$ cat src/hdl/point_light_vertex_shader_assert.svh
// assertion macros for the point light vertex shader
// expects clk and rst_n in the scope of use
`ifndef POINT_LIGHT_VERTEX_SHADER_ASSERT_SVH
`define POINT_LIGHT_VERTEX_SHADER_ASSERT_SVH

// same-cycle implication
`define PLVS_ASSERT_IMP(lbl, a, c) \
    lbl: assert property (@(posedge clk) disable iff (!rst_n) (a) |-> (c)) \
        else $error("assertion failed: lbl");

// next-cycle implication
`define PLVS_ASSERT_NXT(lbl, a, c) \
    lbl: assert property (@(posedge clk) disable iff (!rst_n) (a) |=> (c)) \
        else $error("assertion failed: lbl");

`endif

$ cat src/hdl/plvs_pkg.sv
// types and constants of the point light vertex shader
// no dependencies
`timescale 1ns / 1ps
`default_nettype none
package plvs_pkg;
    localparam int POS_W      = 16;
    localparam int RAD_W      = 17;
    localparam int COL_W      = 8;
    localparam int DIST_W     = 25;
    localparam int SQ_W       = 34;
    localparam int RADICAND_W = 50;

    localparam logic ACT_WRITE = 1'b0;
    localparam logic ACT_SHADE = 1'b1;

    typedef struct packed {
        logic                    valid;
        logic signed [POS_W-1:0] pos_x;
        logic signed [POS_W-1:0] pos_y;
        logic signed [POS_W-1:0] pos_z;
        logic [RAD_W-1:0]        rad_in;
        logic [RAD_W-1:0]        rad_out;
        logic [COL_W-1:0]        col_r;
        logic [COL_W-1:0]        col_g;
        logic [COL_W-1:0]        col_b;
    } light_t;

    typedef struct packed {
        logic wr;
        logic shift;
    } cell_ctrl_t;

    typedef enum logic [2:0] {
        ST_IDLE,
        ST_LOAD,
        ST_SUM,
        ST_ROOT,
        ST_CMP,
        ST_DIV,
        ST_ACC,
        ST_NEXT
    } plvs_state_t;
endpackage
`default_nettype wire

$ cat src/hdl/plvs_div.sv
// restoring divider for the falloff weight, one quotient bit per cycle
// numerator is below denominator, so the quotient has QW fraction bits
`timescale 1ns / 1ps
`default_nettype none
module plvs_div #(
    parameter int QW = 16
) (
    input  wire                               clk,
    input  wire                               rst_n,
    input  wire                               start,
    input  wire [plvs_pkg::DIST_W-1:0]        numer,
    input  wire [plvs_pkg::DIST_W-1:0]        denom,
    output logic                              done,
    output logic [QW-1:0]                     quot
);
    import plvs_pkg::*;

    localparam int CNT_W = $clog2(QW);

    logic [DIST_W-1:0] rem_reg;
    logic [DIST_W-1:0] den_reg;
    logic [QW-1:0]     quot_reg;
    logic [CNT_W-1:0]  cnt_reg;
    logic              run_reg;
    logic              done_reg;
    logic [DIST_W:0]   rem_sh;
    logic              fits;

    assign rem_sh = {rem_reg, 1'b0};
    assign fits   = rem_sh >= {1'b0, den_reg};

    always_ff @(posedge clk or negedge rst_n)
    begin
        if (!rst_n)
        begin
            run_reg  <= 1'b0;
            done_reg <= 1'b0;
            cnt_reg  <= '0;
        end
        else
        begin
            done_reg <= 1'b0;
            if (start)
            begin
                run_reg <= 1'b1;
                cnt_reg <= '0;
            end
            else if (run_reg)
            begin
                cnt_reg <= cnt_reg + 1'b1;
                if (cnt_reg == CNT_W'(QW - 1))
                begin
                    run_reg  <= 1'b0;
                    done_reg <= 1'b1;
                end
            end
        end
    end

    always_ff @(posedge clk)
    begin
        if (start)
        begin
            rem_reg  <= numer;
            den_reg  <= denom;
            quot_reg <= '0;
        end
        else if (run_reg)
        begin
            if (fits)
                rem_reg <= DIST_W'(rem_sh - {1'b0, den_reg});
            else
                rem_reg <= DIST_W'(rem_sh);
            quot_reg <= {quot_reg[QW-2:0], fits};
        end
    end

    assign done = done_reg;
    assign quot = quot_reg;
endmodule
`default_nettype wire

$ cat config.mk
export PLATFORM = sky130hd
export DESIGN_NAME = plvs_div
export DESIGN_NICKNAME = d
export VERILOG_FILES = /design/src/hdl/point_light_vertex_shader_assert.svh /design/src/hdl/plvs_pkg.sv /design/src/hdl/plvs_div.sv
export SDC_FILE = /design/constraint.sdc
export NUM_CORES = 1
export LEC_CHECK = 0
export ABC_AREA = 1
export BUFFER_PORTS_ARGS = -buffer_cell sky130_fd_sc_hd__buf_2
export CORE_MARGIN = 1.5
export CORE_UTILIZATION = 30
export CTS_CLUSTER_DIAMETER = 60
export CTS_CLUSTER_SIZE = 30
export DETAILED_ROUTE_END_ITERATION = 10
export GPL_ROUTABILITY_DRIVEN = 0
export HOLD_SLACK_MARGIN = 0.08
export PLACE_DENSITY_LB_ADDON = 0.08
export SYNTH_ARGS = -nofsm -noshare
export SYNTH_HDL_FRONTEND = slang
export SYNTH_SLANG_ARGS = --single-unit
$ cat constraint.sdc
create_clock -name clk -period 5.4 [get_ports clk]
set_input_delay 1.35 -clock clk [delete_from_list [all_inputs] [get_ports clk]]
set_output_delay 1.35 -clock clk [all_outputs]
set_load 0.02 [all_outputs]
# --- Word-level counts from Yosys, hierarchy flattened ---
# Index checks and enable logic that the tools add are counted.
word_totals:
  regBits: 72
  out_inout_bits: 17
  inputBits: 53
  elab_cells: 22
classes:
  muxes: 11
  n_eq_ne: 1
  add_sub_neg: 2
  n_reduce_logical: 1
  order_cmp: 1
ops:
  columns: ["op", "n"]
  rows:
  - ["$mux W25", 3]
  - ["$ge A26 B25 Y1", 1]
  - ["$sub A25 B25 Y25", 1]
  - ["$mux W4", 2]
  - ["$mux W1", 6]
  - ["$add A4 B1 Y4 const B", 1]
  - ["$eq A4 B4 Y1 const B", 1]
  - ["$reduce_bool A2 Y1", 1]

# --- Longest topological paths before layout ---
# Gate-level depths: netlist (run 1).
depth:
  word_depth: 4
  mapped_depth: 15
  mapped_depth_nobuf: 15

# --- Worst setup path after synthesis (run 1) ---
# Ideal clock, no wire load.
synth_timing:
  path_type: "input to register"
  start: "input start"
  end: "register rem_reg[0], enable pin"
  path_slack_ps: 2230
  arrival_time_ps: 2771
  path_stages: 4
  n_path_buf: 2
  required_time_ps: 5001
  setup_time_ps: 399
  cell_sequence: "buf_2 > clkinv_1 > nand2_1 > clkbuf_1"
synth_between:
  elab_chain_cells: 1
synth_rtl:
  columns: ["item", "line", "rtl"]
  rows:
  - ["start: declaration", "plvs_div.sv:10", "input wire start,"]
  - ["$reduce_bool A2 Y1 (no source line)", null, null]
  - ["end signal: assignment", "plvs_div.sv:64", "rem_reg <= numer;"]
  - ["end signal: assignment", "plvs_div.sv:71", "rem_reg <= DIST_W'(rem_sh - {1'b0, den_reg});"]
  - ["end signal: assignment", "plvs_div.sv:73", "rem_reg <= DIST_W'(rem_sh);"]
  - ["end: declaration", "plvs_div.sv:20", "logic [DIST_W-1:0] rem_reg;"]
# No other way between the ends.
# A chain may end at the register's enable or synchronous reset.

# --- Worst setup path after layout (run 1) ---
layout_timing:
  start: "register rem_reg[16]"
  end: "register rem_reg[11] (data pin)"
layout_between:
  elab_chain_cells: 4
layout_rtl:
  columns: ["item", "line", "rtl"]
  rows:
  - ["$ge A26 B25 Y1", "plvs_div.sv:30", "assign fits = rem_sh >= {1'b0, den_reg};"]
  - ["$mux W25", "plvs_div.sv:70", "if (fits)"]
  - ["$mux W25", "plvs_div.sv:68", "else if (run_reg)"]
  - ["$mux W25", "plvs_div.sv:62", "if (start)"]
# No other way between the ends. The select of a mux whose other input is x is not followed.

==> run_results.csv, run 1 <==
group,metric,value,unit
status,outcome,"complete, no violations",
synthesis,synth_area_leader_cell,"edfxtp_1",
power_and_ir_drop,p_clk_frac,0.221,
route,drt_wl_total,13.57,mm
setup_path,path_max_fanout,26,
setup_path,cp_cell_sequence,"ha_1 -> nand2_2 -> inv_1 -> a21oi_1 -> a21oi_1 -> nor2_4 -> nand2_4 -> o21ai_0 -> nand3_1 -> nand2_1",
grt,grt_pass1_wl,22.80,mm
grt,grt_overflow,0,
synthesis,ys_warn_count,0,
setup_path,reg2reg_to,"rem_reg[11]",
placed_design,pre_cts_slack,2.440,ns
grt,grt.total_usage,0.1661,
finish,n_fill_cell,1815,
clock_tree,cts_tree,"built",
setup_path,worstPathRequired,5.62,ns
floorplanning,row_count,46,
grt,grt_pass1_vias,4533,
finish,insertedDiodeCount,0,
floorplanning,die-height,131.6,um
worst_hold_path,hold_start,"cnt_reg[3]",
setup_path,r2r_start,"rem_reg[16]",
setup_path,worstSetupEndpointType,"flip-flop",
synthesis,synth-seq-cells,72,
timing,skew,0.01526,ns
synthesis,yosysMostFrequentCell,"nand2_1",
floorplanning,io_pins,70,
grt,grt_max_degree,52,
timing,rsz0062_at_grt,"false",
setup_path,regToRegSetupSlack,2.47,ns
worst_hold_path,min_to,"cnt_reg[3]",
synthesis,synthArstFlopShare,0.08333,
power_and_ir_drop,powerDensity,494.5,mW/mm2
setup_path,slowest_stage,"nor2_4",
setup_path,worstPathArrival,3.15,ns
setup_path,slowest_delay,0.68,ns
setup_path,cpMostUsedCell,"a21oi_1",
flow_run,drv_cap,0,
timing,slew_headroom,0.4441,
clock_tree,ctsHoldBuffers,0,
power_and_ir_drop,power,0.002880,W
synthesis,ys_top_cells_by_count,"nand2_1 (238), inv_1 (138), nand3_1 (51), edfxtp_1 (50), nor2_1 (36)",
synthesis,synth_cell_types,36,
floorplanning,fp.dieW,131.6,um
synthesis,syn_area,0.004961,mm2
finish,seqCellArea,0.001972,mm2
timing,fin_tns_setup,0,ns
timing,worst_pin_slew,0.8319,ns
synthesis,ys.flop_type,"edfxtp_1",
timing,hold_viol,0,
clock_tree,cts_num_sinks,72,
synthesis,synth_fp_nets,765,
timing,fin_crit_sh,0.5421,
power_and_ir_drop,leakagePower,3.070,nW
clock_tree,cts_setup_buffers,0,
route,ant_nets,0,
setup_path,path_buf_inv,1,
clock_tree,insertion_delay,0.36,ns
clock_tree,cts_resized,0,
finish,fin_util,0.3640,
clock_tree,htreeDepth,3,
timing,fmax,341.6,MHz
synthesis,synthCells,685,
synthesis,yosys-top-cells-area,"edfxtp_1 (30%), nand2_1 (18%), inv_1 (10%), ha_1 (6.6%), dfxtp_1 (6.5%)",
route,vias,4422,
floorplanning,start_util,0.3101,
synthesis,yosysSeqAreaShare,0.3975,
setup_path,r2r_cells,10,
clock_tree,path_clk_slew,0.06,ns
floorplanning,die-area,0.01732,mm2
finish,multiInputGateArea,0.002380,mm2
route,drt_iter0_drc,216,
route,route.detailed.drc,0,
power_and_ir_drop,p_comb_frac,0.505,
grt,grt_antenna_before_repair,0,
route,firstDrtPassIters,4,
timing,timing.final.ws_setup,2.472,ns
finish,area_growth,17.40,%
worst_hold_path,worstHoldPathCells,1,
synthesis,syn_avg_cell_area,7.242,um2
clock_tree,cts_buffers,9,
floorplanning,coreArea,0.01600,mm2
setup_path,path_class,"flip-flop to flip-flop",
clock_tree,clk_path_buf_depth,2,
power_and_ir_drop,power_switching,0.001266,W
finish,fin_nets,834,
synthesis,yosysTopAreaCellShare,0.3026,
timing,slew_violations,0,
power_and_ir_drop,irDropWorstVdd,0.0001967,V
clock_tree,clockRootBuffer,"clkbuf_16",
worst_hold_path,hold_path.class,"flip-flop to flip-flop",
route,viasPerCell,4.535,
power_and_ir_drop,p_int,0.001614,W
synthesis,synth_edf_count,50,
timing,setup_violations,0,
setup_path,critPathLaunchType,"flip-flop",
placed_design,io_buffers,69,
power_and_ir_drop,pwr-share-seq,0.274,
placed_design,dp_hpwl,9.994,mm
route,wire_per_inst,13.92,um
timing,period_needed,2.928,ns
finish,drive_above_1_share,0.1423,
setup_path,path_delay_family,"simple AND/OR/NAND/NOR gates",
power_and_ir_drop,swShare,0.4396,
-- cell usage in the layout, fill, tap and decap left out, types with 8 or more instances in the layout --
cell,n
nand3b_1,18
a21oi_1,17
ha_1,26
inv_1,138
edfxtp_1,50
o21ai_0,10
nor2_1,36
clkbuf_16,11
nand3_1,51
dfxtp_1,16
buf_2,69
nand4_1,9
nand3_2,9
nand2_1,238
xnor2_1,8
o22ai_1,14
-- worst register-to-register path, stage by stage (launching register included) --
cell,delay (ns)
edfxtp_1,0.41
ha_1,0.39
nand2_2,0.19
inv_1,0.06
a21oi_1,0.19
a21oi_1,0.13
nor2_4,0.68
nand2_4,0.41
o21ai_0,0.19
nand3_1,0.09
nand2_1,0.08
-- power by group through the flow --
stage	Sequential [W]	Combinational (W)	Clock, W
after floorplan	0.000786	0.00114	0
after global placement	0.000795	0.00145	0
after detailed placement	0.000798	0.00146	0
after CTS	0.000789	0.00146	0.000658
after global routing	0.000802	0.00169	0.000679
final	0.000788	0.00146	0.000637
-- routing by layer --
layer,routed length (um),vias up,GRT usage
met1,6537,1999,0.2161
met5,0,-,0
met4,359,0,0.07099
met2,5937,101,0.2596
met3,739,25,0.04360
li1,-,2297,-
-- how the worst max path moves through the flow --
| stage | start | to | slack, ns | cells past startpoint |
|---|---|---|---|---|
| after CTS | rem_reg[16] | rem_reg[22] | 2.47 | 10 |
| after floorplan | start | rem_reg[0] | 2.23 | 4 |
| final | rem_reg[16] | rem_reg[11] | 2.47 | 10 |
| after global routing | rem_reg[16] | rem_reg[11] | 2.21 | 10 |
| after global placement | rem_reg[15] | rem_reg[12] | 2.51 | 10 |
| after detailed placement | rem_reg[16] | rem_reg[12] | 2.44 | 10 |
-- final cells by class --
cell class,count,share of cell area
clock buffers,12,0.04791
clock inverters,4,0.005156
inverters,140,0.09023
multi-input cells,459,0.4086
flip-flops and latches,72,0.3386
well taps,216,0.04640
repair buffers,72,0.06316
-- logic make-up after synthesis --
family,share of synthesized area
buf+inv,0.1228
compound gates,0.04893
flops,0.3975
fa+ha+maj,0.06961
xor+xnor,0.01589
simple gates,0.3453
-- per-stage QoR --
step,hold WS (ns),cells,cell area [um2]
finish,0.4669,975,5824
global route,0.4868,975,5824
CTS,0.4701,975,5824
detailed placement,0.4620,959,5515
global placement,0.4541,959,5515
floorplan,0.4332,685,4961
Note: power is estimated with default switching activity, not from simulation.
==> inputs of run 2 (changes only) <==
==> constraint.sdc (replaced) <==
create_clock -name clk -period 2.6 [get_ports clk]
set_input_delay 0.65 -clock clk [delete_from_list [all_inputs] [get_ports clk]]
set_output_delay 0.65 -clock clk [all_outputs]
set_load 0.02 [all_outputs]
==> run 2 against run 1 <==
Against the previous run:
- combinational power is 110% higher
- power up 110%
- sequential share of layout area is 0.48 points lower
- sequential power up 110%
==> run_results.csv, run 2 (synthesis gave the netlist of run 1 again) <==
group,metric,value,unit
timing,rsz0062_at_grt,"false",
power_and_ir_drop,leakagePower,3.120,nW
route,drt_wl_total,13.24,mm
timing,hold_viol,0,
clock_tree,clk_path_buf_depth,2,
route,wl_met1,6.432,mm
route,route.detailed.drc,0,
finish,final_cell_mix,"nand2_1 (238), inv_1 (138), buf_2 (69)",
clock_tree,path_clk_slew,0.06,ns
floorplanning,coreArea,0.01600,mm2
setup_path,worstPathArrival,2.45,ns
power_and_ir_drop,power_switching,0.002589,W
route,ant_nets,0,
grt,grt_pass1_vias,4566,
finish,insertedDiodeCount,0,
clock_tree,insertion_delay,0.34,ns
power_and_ir_drop,swShare,0.4341,
flow_run,drv_cap,0,
placed_design,pre_cts_slack,-0.02263,ns
finish,fin_nets,845,
finish,n_fill_cell,1780,
timing,slew_violations,0,
power_and_ir_drop,powerDensity,1010,mW/mm2
grt,grt_overflow,0,
grt,grt_max_degree,52,
placed_design,io_buffers,69,
power_and_ir_drop,irDropWorstVdd,0.0003623,V
setup_path,critPathLaunchType,"flip-flop",
setup_path,r2r_cells,14,
route,drt_iter0_drc,183,
timing,timing.final.ws_setup,0.2410,ns
clock_tree,htreeDepth,3,
route,maxUsedRoutingLayer,"met4",
timing,slew_headroom,0.6180,
status,outcome,"complete, no violations",
setup_path,reg2reg_to,"rem_reg[17]",
finish,drive_above_1_share,0.1545,
setup_path,path_max_fanout,24,
grt,grt_pass1_wl,22.22,mm
timing,period_needed,2.359,ns
route,dr_wl_met3,670,um
clock_tree,cts_buffers,9,
power_and_ir_drop,p_comb_frac,0.525,
setup_path,worstPathRequired,2.69,ns
finish,final_common_cell,"nand2_1",
setup_path,r2r_start,"rem_reg[8]",
timing,fmax,423.9,MHz
timing,worst_pin_slew,0.5730,ns
timing,setup_violations,0,
setup_path,path_class,"flip-flop to flip-flop",
setup_path,regToRegSetupSlack,0.24,ns
power_and_ir_drop,pwr-share-seq,0.274,
timing,fin_crit_sh,0.9073,
setup_path,worstSetupEndpointType,"flip-flop",
floorplanning,die-height,131.6,um
grt,grt.total_usage,0.1611,
floorplanning,die-area,0.01732,mm2
power_and_ir_drop,power,0.005965,W
route,vias,4423,
power_and_ir_drop,p_int,0.003376,W
route,firstDrtPassIters,5,
power_and_ir_drop,p_clk_frac,0.201,
route,wire_per_inst,13.43,um
grt,grt_antenna_before_repair,1,
timing,skew,0.007351,ns
clock_tree,clockRootBuffer,"clkbuf_16",
worst_hold_path,hold_path.class,"primary input to async pin",
floorplanning,fp.dieW,131.6,um
clock_tree,cts_tree,"built",
route,viasPerCell,4.486,
floorplanning,io_pins,70,
route,dr_wl_met2,5.759,mm
finish,area_growth,19.09,%
floorplanning,row_count,46,
clock_tree,cts_num_sinks,72,
placed_design,dp_hpwl,10.17,mm
floorplanning,start_util,0.3101,
==> run 2: changes by cell type in the layout (fill, tap and decap cells not counted) <==
cell	delta
clkinv_2	+2
clkinv_4	+2
clkbuf_16	-1
buf_8	+1
nand2_8	+1
nand2_4	-1
clkbuf_1	+1
inv_6	-2
inv_4	-2
nand3_1	-1
nand3_2	+1
buf_4	+9
buf_6	+1
==> run 2: worst max-delay path: stages (launching register included) <==
cell and delay, ns:
edfxtp_1 0.39, ha_1 0.37, nand2_1 0.17, inv_1 0.06
nand2_1 0.06, nand2_1 0.08, inv_1 0.07, nand3_2 0.18
nand3b_4 0.19, buf_8 0.24, nand3_1 0.11, nand2_1 0.06
inv_1 0.04, nand2_1 0.05, nand2_1 0.05
==> run 2: power groups by stage <==
| stage | Combinational [W] | Sequential [W] | Clock (W) |
|---|---|---|---|
| final | 0.00313 | 0.00164 | 0.00120 |
| after global routing | 0.00362 | 0.00166 | 0.00128 |
| after CTS | 0.00314 | 0.00164 | 0.00124 |
| after detailed placement | 0.00312 | 0.00165 | 0 |
| after global placement | 0.00311 | 0.00166 | 0 |
| after floorplan | 0.00236 | 0.00163 | 0 |
==> run 2: stage by stage <==
step	instances	cell area, um2	setup TNS (ns)	utilization	hold slack, ns
final	986	5908	0	0.3693	0.1221
after global routing	986	5908	0	0.3693	0.1176
after CTS	986	5887	0	0.3679	0.1093
after detailed placement	970	5598	-0.02263	0.3499	0.4560
after global placement	970	5598	-0.02069	0.3499	0.4544
after floorplan	685	4961	0	-	0.3544
==> run 2: how the worst max path moves through the flow <==
| stage | startpoint | endpoint | slack [ns] | cells past startpoint |
|---|---|---|---|---|
| after floorplan | start | rem_reg[0] | 0.13 | 4 |
| after global placement | rem_reg[8] | rem_reg[15] | -0.02 | 12 |
| after global routing | rem_reg[8] | rem_reg[17] | 0.02 | 14 |
| final | rem_reg[8] | rem_reg[17] | 0.24 | 14 |
| after CTS | rem_reg[8] | rem_reg[12] | 0.05 | 10 |
| after detailed placement | rem_reg[8] | rem_reg[15] | -0.02 | 12 |
==> run 2: per-layer routing <==
layer | vias to the layer above | global-route usage
met4 | 0 | 0.08210
li1 | 2313 | -
met5 | - | 0
met2 | 90 | 0.2491
met1 | 1995 | 0.2091
met3 | 25 | 0.03819
==> run 2: timing repair <==
action,CTS,global route
resized for setup,1,4
hold buffers,0,0
setup endpoints to repair,3,24
setup buffers,0,0
==> run 2: final cells by class <==
cell class,instances,area [um2],share of cell area
multi-input combinational,459,2394,0.4051
sequential,72,1972,0.3338
inverter,140,525.5,0.08895
timing repair buffer,83,461.7,0.07814
tap,216,270.3,0.04574
clock buffer,12,257.7,0.04363
clock inverter,4,27.53,0.004659
