$ cat src/hdl/point_light_vertex_shader_assert.svh
// assertion macros for the point light vertex shader
// expects clk and rst_n in the scope of use
`ifndef POINT_LIGHT_VERTEX_SHADER_ASSERT_SVH
`define POINT_LIGHT_VERTEX_SHADER_ASSERT_SVH

// same-cycle implication
`define PLVS_ASSERT_IMP(lbl, a, c) \
    lbl: assert property (@(posedge clk) disable iff (!rst_n) (a) |-> (c)) \
        else $error("assertion failed: lbl");

// next-cycle implication
`define PLVS_ASSERT_NXT(lbl, a, c) \
    lbl: assert property (@(posedge clk) disable iff (!rst_n) (a) |=> (c)) \
        else $error("assertion failed: lbl");

`endif

$ cat src/hdl/plvs_pkg.sv
// types and constants of the point light vertex shader
// no dependencies
`timescale 1ns / 1ps
`default_nettype none
package plvs_pkg;
    localparam int POS_W      = 16;
    localparam int RAD_W      = 17;
    localparam int COL_W      = 8;
    localparam int DIST_W     = 25;
    localparam int SQ_W       = 34;
    localparam int RADICAND_W = 50;

    localparam logic ACT_WRITE = 1'b0;
    localparam logic ACT_SHADE = 1'b1;

    typedef struct packed {
        logic                    valid;
        logic signed [POS_W-1:0] pos_x;
        logic signed [POS_W-1:0] pos_y;
        logic signed [POS_W-1:0] pos_z;
        logic [RAD_W-1:0]        rad_in;
        logic [RAD_W-1:0]        rad_out;
        logic [COL_W-1:0]        col_r;
        logic [COL_W-1:0]        col_g;
        logic [COL_W-1:0]        col_b;
    } light_t;

    typedef struct packed {
        logic wr;
        logic shift;
    } cell_ctrl_t;

    typedef enum logic [2:0] {
        ST_IDLE,
        ST_LOAD,
        ST_SUM,
        ST_ROOT,
        ST_CMP,
        ST_DIV,
        ST_ACC,
        ST_NEXT
    } plvs_state_t;
endpackage
`default_nettype wire

$ cat src/hdl/plvs_isqrt.sv
// bit-pair serial integer square root, one result bit per cycle
// depends on plvs_pkg
`timescale 1ns / 1ps
`default_nettype none
module plvs_isqrt (
    input  wire                                 clk,
    input  wire                                 rst_n,
    input  wire                                 start,
    input  wire [plvs_pkg::RADICAND_W-1:0]      radicand,
    output logic                                done,
    output logic [plvs_pkg::DIST_W-1:0]         root
);
    import plvs_pkg::*;

    localparam int REM_W = DIST_W + 1;
    localparam int CNT_W = $clog2(DIST_W);

    logic [RADICAND_W-1:0] x_reg;
    logic [REM_W-1:0]      rem_reg;
    logic [DIST_W-1:0]     root_reg;
    logic [CNT_W-1:0]      cnt_reg;
    logic                  run_reg;
    logic                  done_reg;
    logic [REM_W+1:0]      rem_sh;
    logic [REM_W+1:0]      trial;
    logic                  fits;

    assign rem_sh = {rem_reg, x_reg[RADICAND_W-1 -: 2]};
    assign trial  = {1'b0, root_reg, 2'b01};
    assign fits   = rem_sh >= trial;

    always_ff @(posedge clk or negedge rst_n)
    begin
        if (!rst_n)
        begin
            run_reg  <= 1'b0;
            done_reg <= 1'b0;
            cnt_reg  <= '0;
        end
        else
        begin
            done_reg <= 1'b0;
            if (start)
            begin
                run_reg <= 1'b1;
                cnt_reg <= '0;
            end
            else if (run_reg)
            begin
                cnt_reg <= cnt_reg + 1'b1;
                if (cnt_reg == CNT_W'(DIST_W - 1))
                begin
                    run_reg  <= 1'b0;
                    done_reg <= 1'b1;
                end
            end
        end
    end

    always_ff @(posedge clk)
    begin
        if (start)
        begin
            x_reg    <= radicand;
            rem_reg  <= '0;
            root_reg <= '0;
        end
        else if (run_reg)
        begin
            x_reg <= {x_reg[RADICAND_W-3:0], 2'b00};
            if (fits)
            begin
                rem_reg  <= REM_W'(rem_sh - trial);
                root_reg <= {root_reg[DIST_W-2:0], 1'b1};
            end
            else
            begin
                rem_reg  <= REM_W'(rem_sh);
                root_reg <= {root_reg[DIST_W-2:0], 1'b0};
            end
        end
    end

    assign done = done_reg;
    assign root = root_reg;
endmodule
`default_nettype wire

$ cat config.mk
export PLATFORM = sky130hd
export DESIGN_NAME = plvs_isqrt
export DESIGN_NICKNAME = d
export VERILOG_FILES = /design/src/hdl/point_light_vertex_shader_assert.svh /design/src/hdl/plvs_pkg.sv /design/src/hdl/plvs_isqrt.sv
export SDC_FILE = /design/constraint.sdc
export NUM_CORES = 1
export LEC_CHECK = 0
export ABC_AREA = 1
export BUFFER_PORTS_ARGS = -buffer_cell sky130_fd_sc_hd__buf_2
export CAP_MARGIN = 25
export CORE_UTILIZATION = 53
export DETAILED_ROUTE_END_ITERATION = 10
export PLACE_DENSITY = 0.74
export REMOVE_ABC_BUFFERS = 1
export SLEW_MARGIN = 20
export SYNTH_ARGS = -nofsm -noshare
export SYNTH_HDL_FRONTEND = slang
export SYNTH_SLANG_ARGS = --single-unit
$ cat constraint.sdc
create_clock -name clk -period 3.37 [get_ports clk]
set_input_delay 0.1685 -clock clk [delete_from_list [all_inputs] [get_ports clk]]
set_output_delay 0.1685 -clock clk [all_outputs]
set_load 0.05 [all_outputs]
== After elaboration in Yosys (flattened, before gate mapping) ==
Cells that the tools add are included.
Storage, ports and cells
  input bits: 53
  bits in registers: 108
  output and inout bits: 26
  word-level logic and storage cells: 23
Operators by class
  muxes and demuxes: 12
  reduce and logical (&&, ||, !) cells: 1
  order comparisons: 1
  equality and inequality tests: 1
  add/subtract/negate cells: 2
Operators by type and width (count)
  50-bit 2-to-1 mux: 2
  28-bit by 27-bit >= comparator with 1-bit output: 1
  26-bit 2-to-1 mux: 1
  26-bit subtractor: 1
  5-bit 2-to-1 mux: 2
  1-bit 2-to-1 mux: 7
  5-bit by 1-bit adder with 5-bit output, second input constant: 1
  5-bit == test, second input constant: 1
  2-bit nonzero test: 1

== Depth between registers and ports, before layout ==
Gate-level depths: netlist of run 1.
  word-level depth: 4
  depth in mapped cells: 16
  depth with buffers taken out: 16

== Worst setup path after synthesis of run 1 ==
Ideal clock, no wire load.
  path type: input port to flip-flop
  from: input port start
  to: register x_reg[0], enable pin
  library setup time: 434 ps
  data required time: 2936 ps
  cell stages on the path: 4
  path slack: 786 ps
  arrival: 2150 ps
  buffers on the path: 2
  cell sequence: clkbuf_1 > nor2_1 > clkinv_1 > clkbuf_1
Between the ends
  cells in the longest elaborated chain, start to end: 1
RTL lines
  start: declaration: RTL line plvs_isqrt.sv:8  | input wire start,
  2-bit nonzero test (no source line)
  end signal: assignment: RTL line plvs_isqrt.sv:64  | x_reg <= radicand;
  end signal: assignment: RTL line plvs_isqrt.sv:70  | x_reg <= {x_reg[RADICAND_W-3:0], 2'b00};
  end: declaration: RTL line plvs_isqrt.sv:18  | logic [RADICAND_W-1:0] x_reg;
No other way between the ends.
A chain may end at the register's enable or synchronous reset.

== Worst setup path after layout of run 1 ==
  from: register root_reg[17] (netlist: root[17])
  to: register rem_reg[3]
Between the ends
  cells in the longest elaborated chain, start to end: 2
RTL lines
  start: declaration: RTL line plvs_isqrt.sv:20  | logic [DIST_W-1:0] root_reg;
  start signal: assignment: RTL line plvs_isqrt.sv:74  | root_reg <= {root_reg[DIST_W-2:0], 1'b1};
  start signal: assignment: RTL line plvs_isqrt.sv:79  | root_reg <= {root_reg[DIST_W-2:0], 1'b0};
  28-bit by 27-bit >= comparator with 1-bit output: RTL line plvs_isqrt.sv:30  | assign fits = rem_sh >= trial;
  26-bit 2-to-1 mux: RTL line plvs_isqrt.sv:71  | if (fits)
  end signal: assignment: RTL line plvs_isqrt.sv:73  | rem_reg <= REM_W'(rem_sh - trial);
  end signal: assignment: RTL line plvs_isqrt.sv:78  | rem_reg <= REM_W'(rem_sh);
  end: declaration: RTL line plvs_isqrt.sv:19  | logic [REM_W-1:0] rem_reg;
No other way between the ends.

==> results of run 1 <==
layout by cell type (no fill, tap or decap), drive strengths merged, types with 12 or more instances in the layout:
cell / Yosys / routed
ha: 29 / 29
o22ai: 24 / 24
dfxtp: 51 / 51
nor2: 57 / 57
o21ai: 22 / 22
buf: 4 / 83
nand3: 39 / 39
inv: 131 / 136
edfxtp: 50 / 50
a21oi: 25 / 25
xnor2: 12 / 12
nand2: 368 / 368
final cells by class:
cell class                      count  area, um2
Clock buffer                       10        229
Clock inverter                      6       53.8
Fill cell                        1116       4450
Inverter                          134        503
Multi-Input combinational cell    606       2920
Sequential cell                   108       2700
Tap cell                          143        179
Timing Repair Buffer               84        438
stage by stage:
stage / cells / power, uW / instance area, um2
after floorplan: 848 / 4250 / 6120
after global placement: 1074 / 4940 / 6730
after detailed placement: 1074 / 4970 / 6730
after CTS: 1091 / 6020 / 7020
after global routing: 1091 / 6590 / 7020
final: 1091 / 6010 / 7020
layer usage:
| metal | vias to the layer above | routed length [um] | track usage [%] |
|---|---|---|---|
| met5 | - | 0 | 0 |
| met4 | 0 | 204 | 6.49 |
| met3 | 18 | 665 | 5.87 |
| met2 | 127 | 6360 | 40.2 |
| met1 | 2417 | 6390 | 29.9 |
| li1 | 2879 | - | - |
worst paths after layout:
path                        startpoint          end  slack (ns)  cells past startpoint
setup / recovery              root[17]   rem_reg[3]        0.87                     14
hold / removal             radicand[0]     x_reg[0]        0.07                      3
setup reg to reg              root[17]   rem_reg[3]        0.87                     14
hold reg to reg            rem_reg[25]  rem_reg[25]        0.47                      2
max in group asynchronous        rst_n   cnt_reg[0]        3.04                      2
min in group asynchronous        rst_n   cnt_reg[2]        0.17                      2
worst min-delay path: cells and delay by family:
| kind | cells | cell delay (ns) |
|---|---|---|
| and+or+nand+nor | 1 | 0.04 |
| buffers and inverters | 2 | 0.12 |
power by group:
part           switching (uW)  internal [uW]  total (uW)
Sequential                114           1580        1690
Combinational            2140           1140        3290
Clock                     511            517        1030
Total                    2770           3240        6010
kinds of logic after synthesis:
kind of cell               share of synthesized area (%)
AOI/OAI and AO/OA                                   7.32
buffers and inverters                               9.98
DFF                                                 43.2
adders and majority gates                           5.81
and+or+nand+nor                                     31.7
xor gates and xnor gates                            1.96
==> parameters.txt, run 1 <==
Parameter                              Value

Hold path
  Worst hold-check path type ... in -> reg

Timing
  Portion of the clock cycle consumed by the worst path in the final layout ... roughly 74%
  Unrepaired setup endpoints after global routing ... false
  Slack of the critical path ... 0.872 ns
  Setup Skew ... about 0.0084 ns
  Tightest slew margin relative to the limit ... 33.5%
  Least-Margin Pin Slew ... roughly 1 ns
  Highest clock rate ... around 0.40 GHz
  Total Negative Setup Slacks ... 0 ns
  Hold Violations, Final ... 0
  Final setup violating endpoints ... 0
  Minimum period implied by the final worst setup slack ... between 2 and 2.5 ns
  Final Hold Slack ... approximately 0.066 ns
  Max-slew violation count ... 0

Global route
  Via count of the first global-routing pass ... roughly 5300
  Wire length of the first global-routing pass ... 23800 um
  Global-route usage over all layers ... a little under a quarter
  Largest net degree at the start of global routing ... 85
  Grt ovf ... 0
  Number of antenna violations at the first check in global routing ... 0

Route
  Wirelength, routed ... approximately 14000 um
  Routed wire length per instance ... between 10 and 15 um
  Number of routed nets with antenna violations ... 0
  Number of optimization iterations in the first detailed-route pass ... 4
  Overall via count from detail_route ... around 5400
  Via density ... about 5
  First-iteration detailed-routing DRC count ... 269
  Drc violations ... 0

Synth
  Most numerous cell in the Yosys netlist ... sky130_fd_sc_hd__nand2_1
  Yosys reg bits ... ~110
  Leading post-synthesis cells by instance count ... sky130_fd_sc_hd__nand2_1 (363), sky130_fd_sc_hd__inv_1 (128), sky130_fd_sc_hd__nor2_1 (52)
  Largest area contributor in the netlist ... sky130_fd_sc_hd__edfxtp_1
  Post-synth ARST share ... about 6.5%
  Main flop type after synthesis ... sky130_fd_sc_hd__dfxtp_1
  Post-synthesis average cell area ... 7.15 um2
  Most area-consuming cells after synthesis ... sky130_fd_sc_hd__edfxtp_1 (24%), sky130_fd_sc_hd__nand2_1 (22%), sky130_fd_sc_hd__dfxtp_1 (16%)
  Sequential element share of the synthesized area ... roughly 43%
  Post-synthesis instance area ... approximately 0.0062 mm2
  Count of mapped cells out of synthesis ... a little under 900
  Unique cell type count in the Yosys netlist ... 34
  Total of warnings raised by yosys ... 0
  Synth top area share ... 24.1%
  Number of enable flip-flop cells after synthesis ... 50

Worst setup path
  Category of the most critical setup path ... reg -> reg
  Worst path top cell family by delay ... simple AND/OR/NAND/NOR gates
  Required arrival time at the worst endpoint ... 3.57 ns
  Crit path DAT ... between 2 and 3 ns
  Worst Path Buf+Inv ... 3
  CP endpoint kind ... flip-flop
  Worst-path cell chain ... inv_1 > ha_1 > nand2_2 > inv_1 > nand2_1 > nand2_1 > a21oi_2 > nor2_1 > nor2_4 > nand2_4 > inv_2 > nand2_1 > nand3_1 > o21ai_0
  Crit start category ... flip-flop
  Peak fanout along the critical path ... 35
  Crit-path most repeated cell ... sky130_fd_sc_hd__nand2_1
  Highest cell delay on the worst timing path ... approximately 0.36 ns
  Slowest cell on the critical path ... sky130_fd_sc_hd__ha_1

Floorplanning
  Overall die area ... about 0.012 mm2
  Initial cell density of the core ... 54.4%
  Die span in x ... 111 um
  Floorplan row count ... 39
  Boundary pin count ... a little under 80
  Die height ... approximately 110 um
  Core Footprint ... approximately 0.011 mm2

Clock network
  Count of hold-fix buffers inserted at cts ... 1
  Source-to-sink clock delay at the later pin of the worst-skew pair ... ~0.36 ns
  CTS tree ... built
  Longest Clk Path Bufs ... 2
  Cell chosen for the clock root ... sky130_fd_sc_hd__clkbuf_16
  CTS buffer count ... 9
  Post-CTS repair timing setup buffer count ... 0
  H-tree level count ... 3
  Sinks on the clock net ... between 100 and 150
  Clock input transition at the sequential cells of the worst setup and hold paths ... roughly 0.070 ns
  Post-cts sizing count ... 0

Placed design
  Final estimated routing congestion in global placement ... approximately 0.9
  Final HPWL from detailed placement ... 9790 um
  Number of input and output port buffers inserted ... just under 80
  Worst slack at placement ... 0.917 ns

Layout
  Ratio of cells with drive above 1 in the final layout ... between 10% and 20%
  Number of antenna diodes ... 0
  Post-layout utilization of the core ... between 60% and 70%
  Area growth from synthesis to layout ... 12.5%
  Max reg flops ... 50
  Final-stage net count ... between 1000 and 1500

Run status
  Status ... completed

Power
  P_leak ... roughly 0.0037 uW
  Peak supply drop ... about 0.46 mV
  Power Density ... approximately 860 mW/mm2

Flow run
  # Max-Cap Violations ... 0
Power figures use the tool's default switching activity.
==> inputs of run 2 (changes only) <==
==> constraint.sdc (replaced) <==
create_clock -name clk -period 2.55 [get_ports clk]
set_input_delay 0.1275 -clock clk [delete_from_list [all_inputs] [get_ports clk]]
set_output_delay 0.1275 -clock clk [all_outputs]
set_load 0.05 [all_outputs]
==> parameters.txt, run 2 (synthesis gave the netlist of run 1 again) <==
Parameter                              Value

Power
  Net switching power ... 3680 uW (was 2770 uW)
  Switching share of power ... 45.0% (was 46.1%)
  P_leak ... 0.00378 uW (was 0.00371 uW)
  Internal power consumption ... 4490 uW (was 3240 uW)
  Relative contribution of sequential cells to total power ... 27.4% (was 28.2%)
  Portion of total power attributed to the clock network ... 18.1% (was 17.1%)
  Comb power frac ... 54.5% (was 54.7%)
  Peak supply drop ... 0.735 mV (was 0.458 mV)
  Power Density ... 1140 mW/mm2 (was 856 mW/mm2)

Worst setup path
  CP endpoint kind ... flip-flop (unchanged)
  Highest cell delay on the worst timing path ... 0.37 ns (was 0.36 ns)
  Worst-case register-to-register setup slack ... 0.23 ns (was 0.87 ns)
  Register-to-Register Path Depth ... 13 (was 14)
  Crit-path most repeated cell ... sky130_fd_sc_hd__nand2_1 (unchanged)
  Critical path capture point ... rem_reg[10] (was rem_reg[3])
  Worst path top cell family by delay ... simple AND/OR/NAND/NOR gates (unchanged)
  Worst-path cell chain ... inv_1 > ha_1 > nand2_2 > inv_1 > nand2_1 > nand2_1 > a21oi_2 > nor2_1 > nor2_4 > nand2_8 > buf_4 > o211ai_1 > nand2_1 (was inv_1 > ha_1 > nand2_2 > inv_1 > nand2_1 > nand2_1 > a21oi_2 > nor2_1 > nor2_4 > nand2_4 > inv_2 > nand2_1 > nand3_1 > o21ai_0)
  Critical R2R Capture ... rem_reg[10] (was rem_reg[3])
  Crit path DAT ... 2.56 ns (was 2.70 ns)
  Slowest cell on the critical path ... sky130_fd_sc_hd__ha_1 (unchanged)
  Peak fanout along the critical path ... 25 (was 35)
  Category of the most critical setup path ... reg -> reg (unchanged)
  Crit start category ... flip-flop (unchanged)
  Source of the worst register-to-register timing path ... root[17] (unchanged)
  Required arrival time at the worst endpoint ... 2.80 ns (was 3.57 ns)
  Worst Path Buf+Inv ... 3 (unchanged)
  Setup crit start ... root[17] (unchanged)
  Total number of cells along the worst setup path ... 13 (was 14)

Route
  Overall via count from detail_route ... 5521 (was 5441)
  First-iteration detailed-routing DRC count ... 296 (was 269)
  Routed wire length per instance ... 12.4 um (was 12.5 um)
  Via density ... 5.02 (was 4.99)
  Number of routed nets with antenna violations ... 0 (unchanged)
  Wirelength, routed ... 13700 um (was 13600 um)
  Drc violations ... 0 (unchanged)
  Number of optimization iterations in the first detailed-route pass ... 5 (was 4)

Placed design
  Worst slack at placement ... 0.160 ns (was 0.917 ns)
  Area post-placement ... 0.00681 mm2 (was 0.00673 mm2)
  Final estimated routing congestion in global placement ... 0.935 (was 0.897)
  Final HPWL from detailed placement ... 10000 um (was 9790 um)
  Number of input and output port buffers inserted ... 78 (unchanged)
  Placed Instances ... 1082 (was 1074)

Layout
  Max reg flops ... 50 (unchanged)
  Most common cell after layout, fill and taps aside ... sky130_fd_sc_hd__nand2_1 (unchanged)
  Post-route cell area ... 0.00716 mm2 (was 0.00702 mm2)
  Final-stage net count ... 1034 (was 1025)
  Area growth from synthesis to layout ... 14.6% (was 12.5%)
  Ratio of cells with drive above 1 in the final layout ... 13.4% (was 12.6%)
  Post-Layout Cell Count ... 1100 (was 1091)
  Most used cells in the layout excluding fill and tap cells ... sky130_fd_sc_hd__nand2_1 (363), sky130_fd_sc_hd__inv_1 (128), sky130_fd_sc_hd__buf_2 (78), sky130_fd_sc_hd__nor2_1 (52), sky130_fd_sc_hd__dfxtp_1 (51) (unchanged)
  Post-layout utilization of the core ... 62.4% (was 61.2%)
  Number of antenna diodes ... 0 (unchanged)
  Fill cell count ... 1104 (was 1116)

Hold path
  Worst hold-check path type ... in -> reg (unchanged)

Timing
  Setup Skew ... 0.0116 ns (was 0.00844 ns)
  Minimum period implied by the final worst setup slack ... 2.32 ns (was 2.50 ns)
  Max-slew violation count ... 0 (unchanged)
  Hold Violations, Final ... 0 (unchanged)
  Final Hold Slack ... 0.0259 ns (was 0.0663 ns)
  Slack of the critical path ... 0.234 ns (was 0.872 ns)
  Highest clock rate ... 0.432 GHz (was 0.400 GHz)
  Portion of the clock cycle consumed by the worst path in the final layout ... 90.8% (was 74.1%)
  Least-Margin Pin Slew ... 0.527 ns (was 0.998 ns)
  Unrepaired setup endpoints after global routing ... false (unchanged)
  Final setup violating endpoints ... 0 (unchanged)
  Tightest slew margin relative to the limit ... 64.8% (was 33.5%)

Clock network
  Source-to-sink clock delay at the later pin of the worst-skew pair ... 0.36 ns (about the same)
  Post-CTS repair timing setup buffer count ... 0 (unchanged)
  Sinks on the clock net ... 108 (unchanged)
  CTS tree ... built (unchanged)
  H-tree level count ... 3 (unchanged)
  Clock input transition at the sequential cells of the worst setup and hold paths ... 0.07 ns (about the same)
  Longest Clk Path Bufs ... 2 (unchanged)
  CTS buffer count ... 9 (unchanged)
  Cell chosen for the clock root ... sky130_fd_sc_hd__clkbuf_16 (unchanged)

Floorplanning
  Die height ... 111 um (unchanged)
  Boundary pin count ... 79 (unchanged)
  Initial cell density of the core ... 54.4% (unchanged)
  Core Footprint ... 0.0115 mm2 (unchanged)
  Floorplan row count ... 39 (unchanged)
  Overall die area ... 0.0122 mm2 (unchanged)
  Die span in x ... 111 um (unchanged)

Global route
  Via count of the first global-routing pass ... 5235 (was 5308)
  Wire length of the first global-routing pass ... 23700 um (was 23800 um)
  Largest net degree at the start of global routing ... 55 (was 85)
  Number of antenna violations at the first check in global routing ... 0 (unchanged)
  Grt ovf ... 0 (unchanged)
  Global-route usage over all layers ... 23.8% (was 23.7%)

Run status
  Status ... completed (unchanged)

Flow run
  # Max-Cap Violations ... 0 (unchanged)
-- run 2: worst min-delay path, stage by stage --
cell                      delay (ns)
sky130_fd_sc_hd__buf_2          0.08
sky130_fd_sc_hd__nand2_1        0.04
sky130_fd_sc_hd__inv_1          0.04
-- run 2: layout make-up --
class                           count  area, um2  area share, %
Multi-Input combinational cell    606       2930           41.0
Sequential cell                   108       2700           37.7
Timing Repair Buffer               93        531           7.41
Inverter                          134        505           7.06
Clock buffer                       12        256           3.58
Tap cell                          143        179           2.50
Clock inverter                      4       56.3          0.787
-- run 2: repair_timing --
item	4_1_cts	5_1_grt
setup endpoints to repair	0	11
gates resized for setup	0	3
endpoints found under the hold margin	7	0
hold buffers	1	0
-- run 2: how the worst min path moves through the flow --
stage / endpoint / cells past startpoint / from / slack, ns
2_1_floorplan: cnt_reg[0] / 0 / rst_n / -0.17
3_3_place_gp: done / 1 / rst_n / -0.03
3_5_place_dp: done / 1 / rst_n / -0.03
4_1_cts: x_reg[1] / 3 / radicand[1] / 0.02
5_1_grt: x_reg[1] / 3 / radicand[1] / 0.01
6_report: x_reg[1] / 3 / radicand[1] / 0.03
-- run 2: power groups by stage --
stage	Clock, uW	Combinational, uW	Sequential (uW)
after floorplan	0	3340	2280
after global placement	0	4310	2270
after detailed placement	0	4360	2270
after CTS	1510	4400	2240
after global routing	1570	5110	2270
final	1480	4450	2240
-- run 2: metrics by stage --
stage	setup TNS (ns)	power, uW
3_3_place_gp	0	6570
4_1_cts	0	8140
5_1_grt	0	8950
6_report	0	8170
2_1_floorplan	-58.24	5620
3_5_place_dp	0	6630
-- run 2: layer usage --
| metal | up-vias | GRT usage (%) | share of wire (%) |
|---|---|---|---|
| li1 | 2903 | - | - |
| met1 | 2464 | 29.5 | 45 |
| met2 | 130 | 39.8 | 48 |
| met3 | 24 | 7.24 | 5.1 |
| met4 | 0 | 7.47 | 1.8 |
| met5 | - | 0 | 0 |
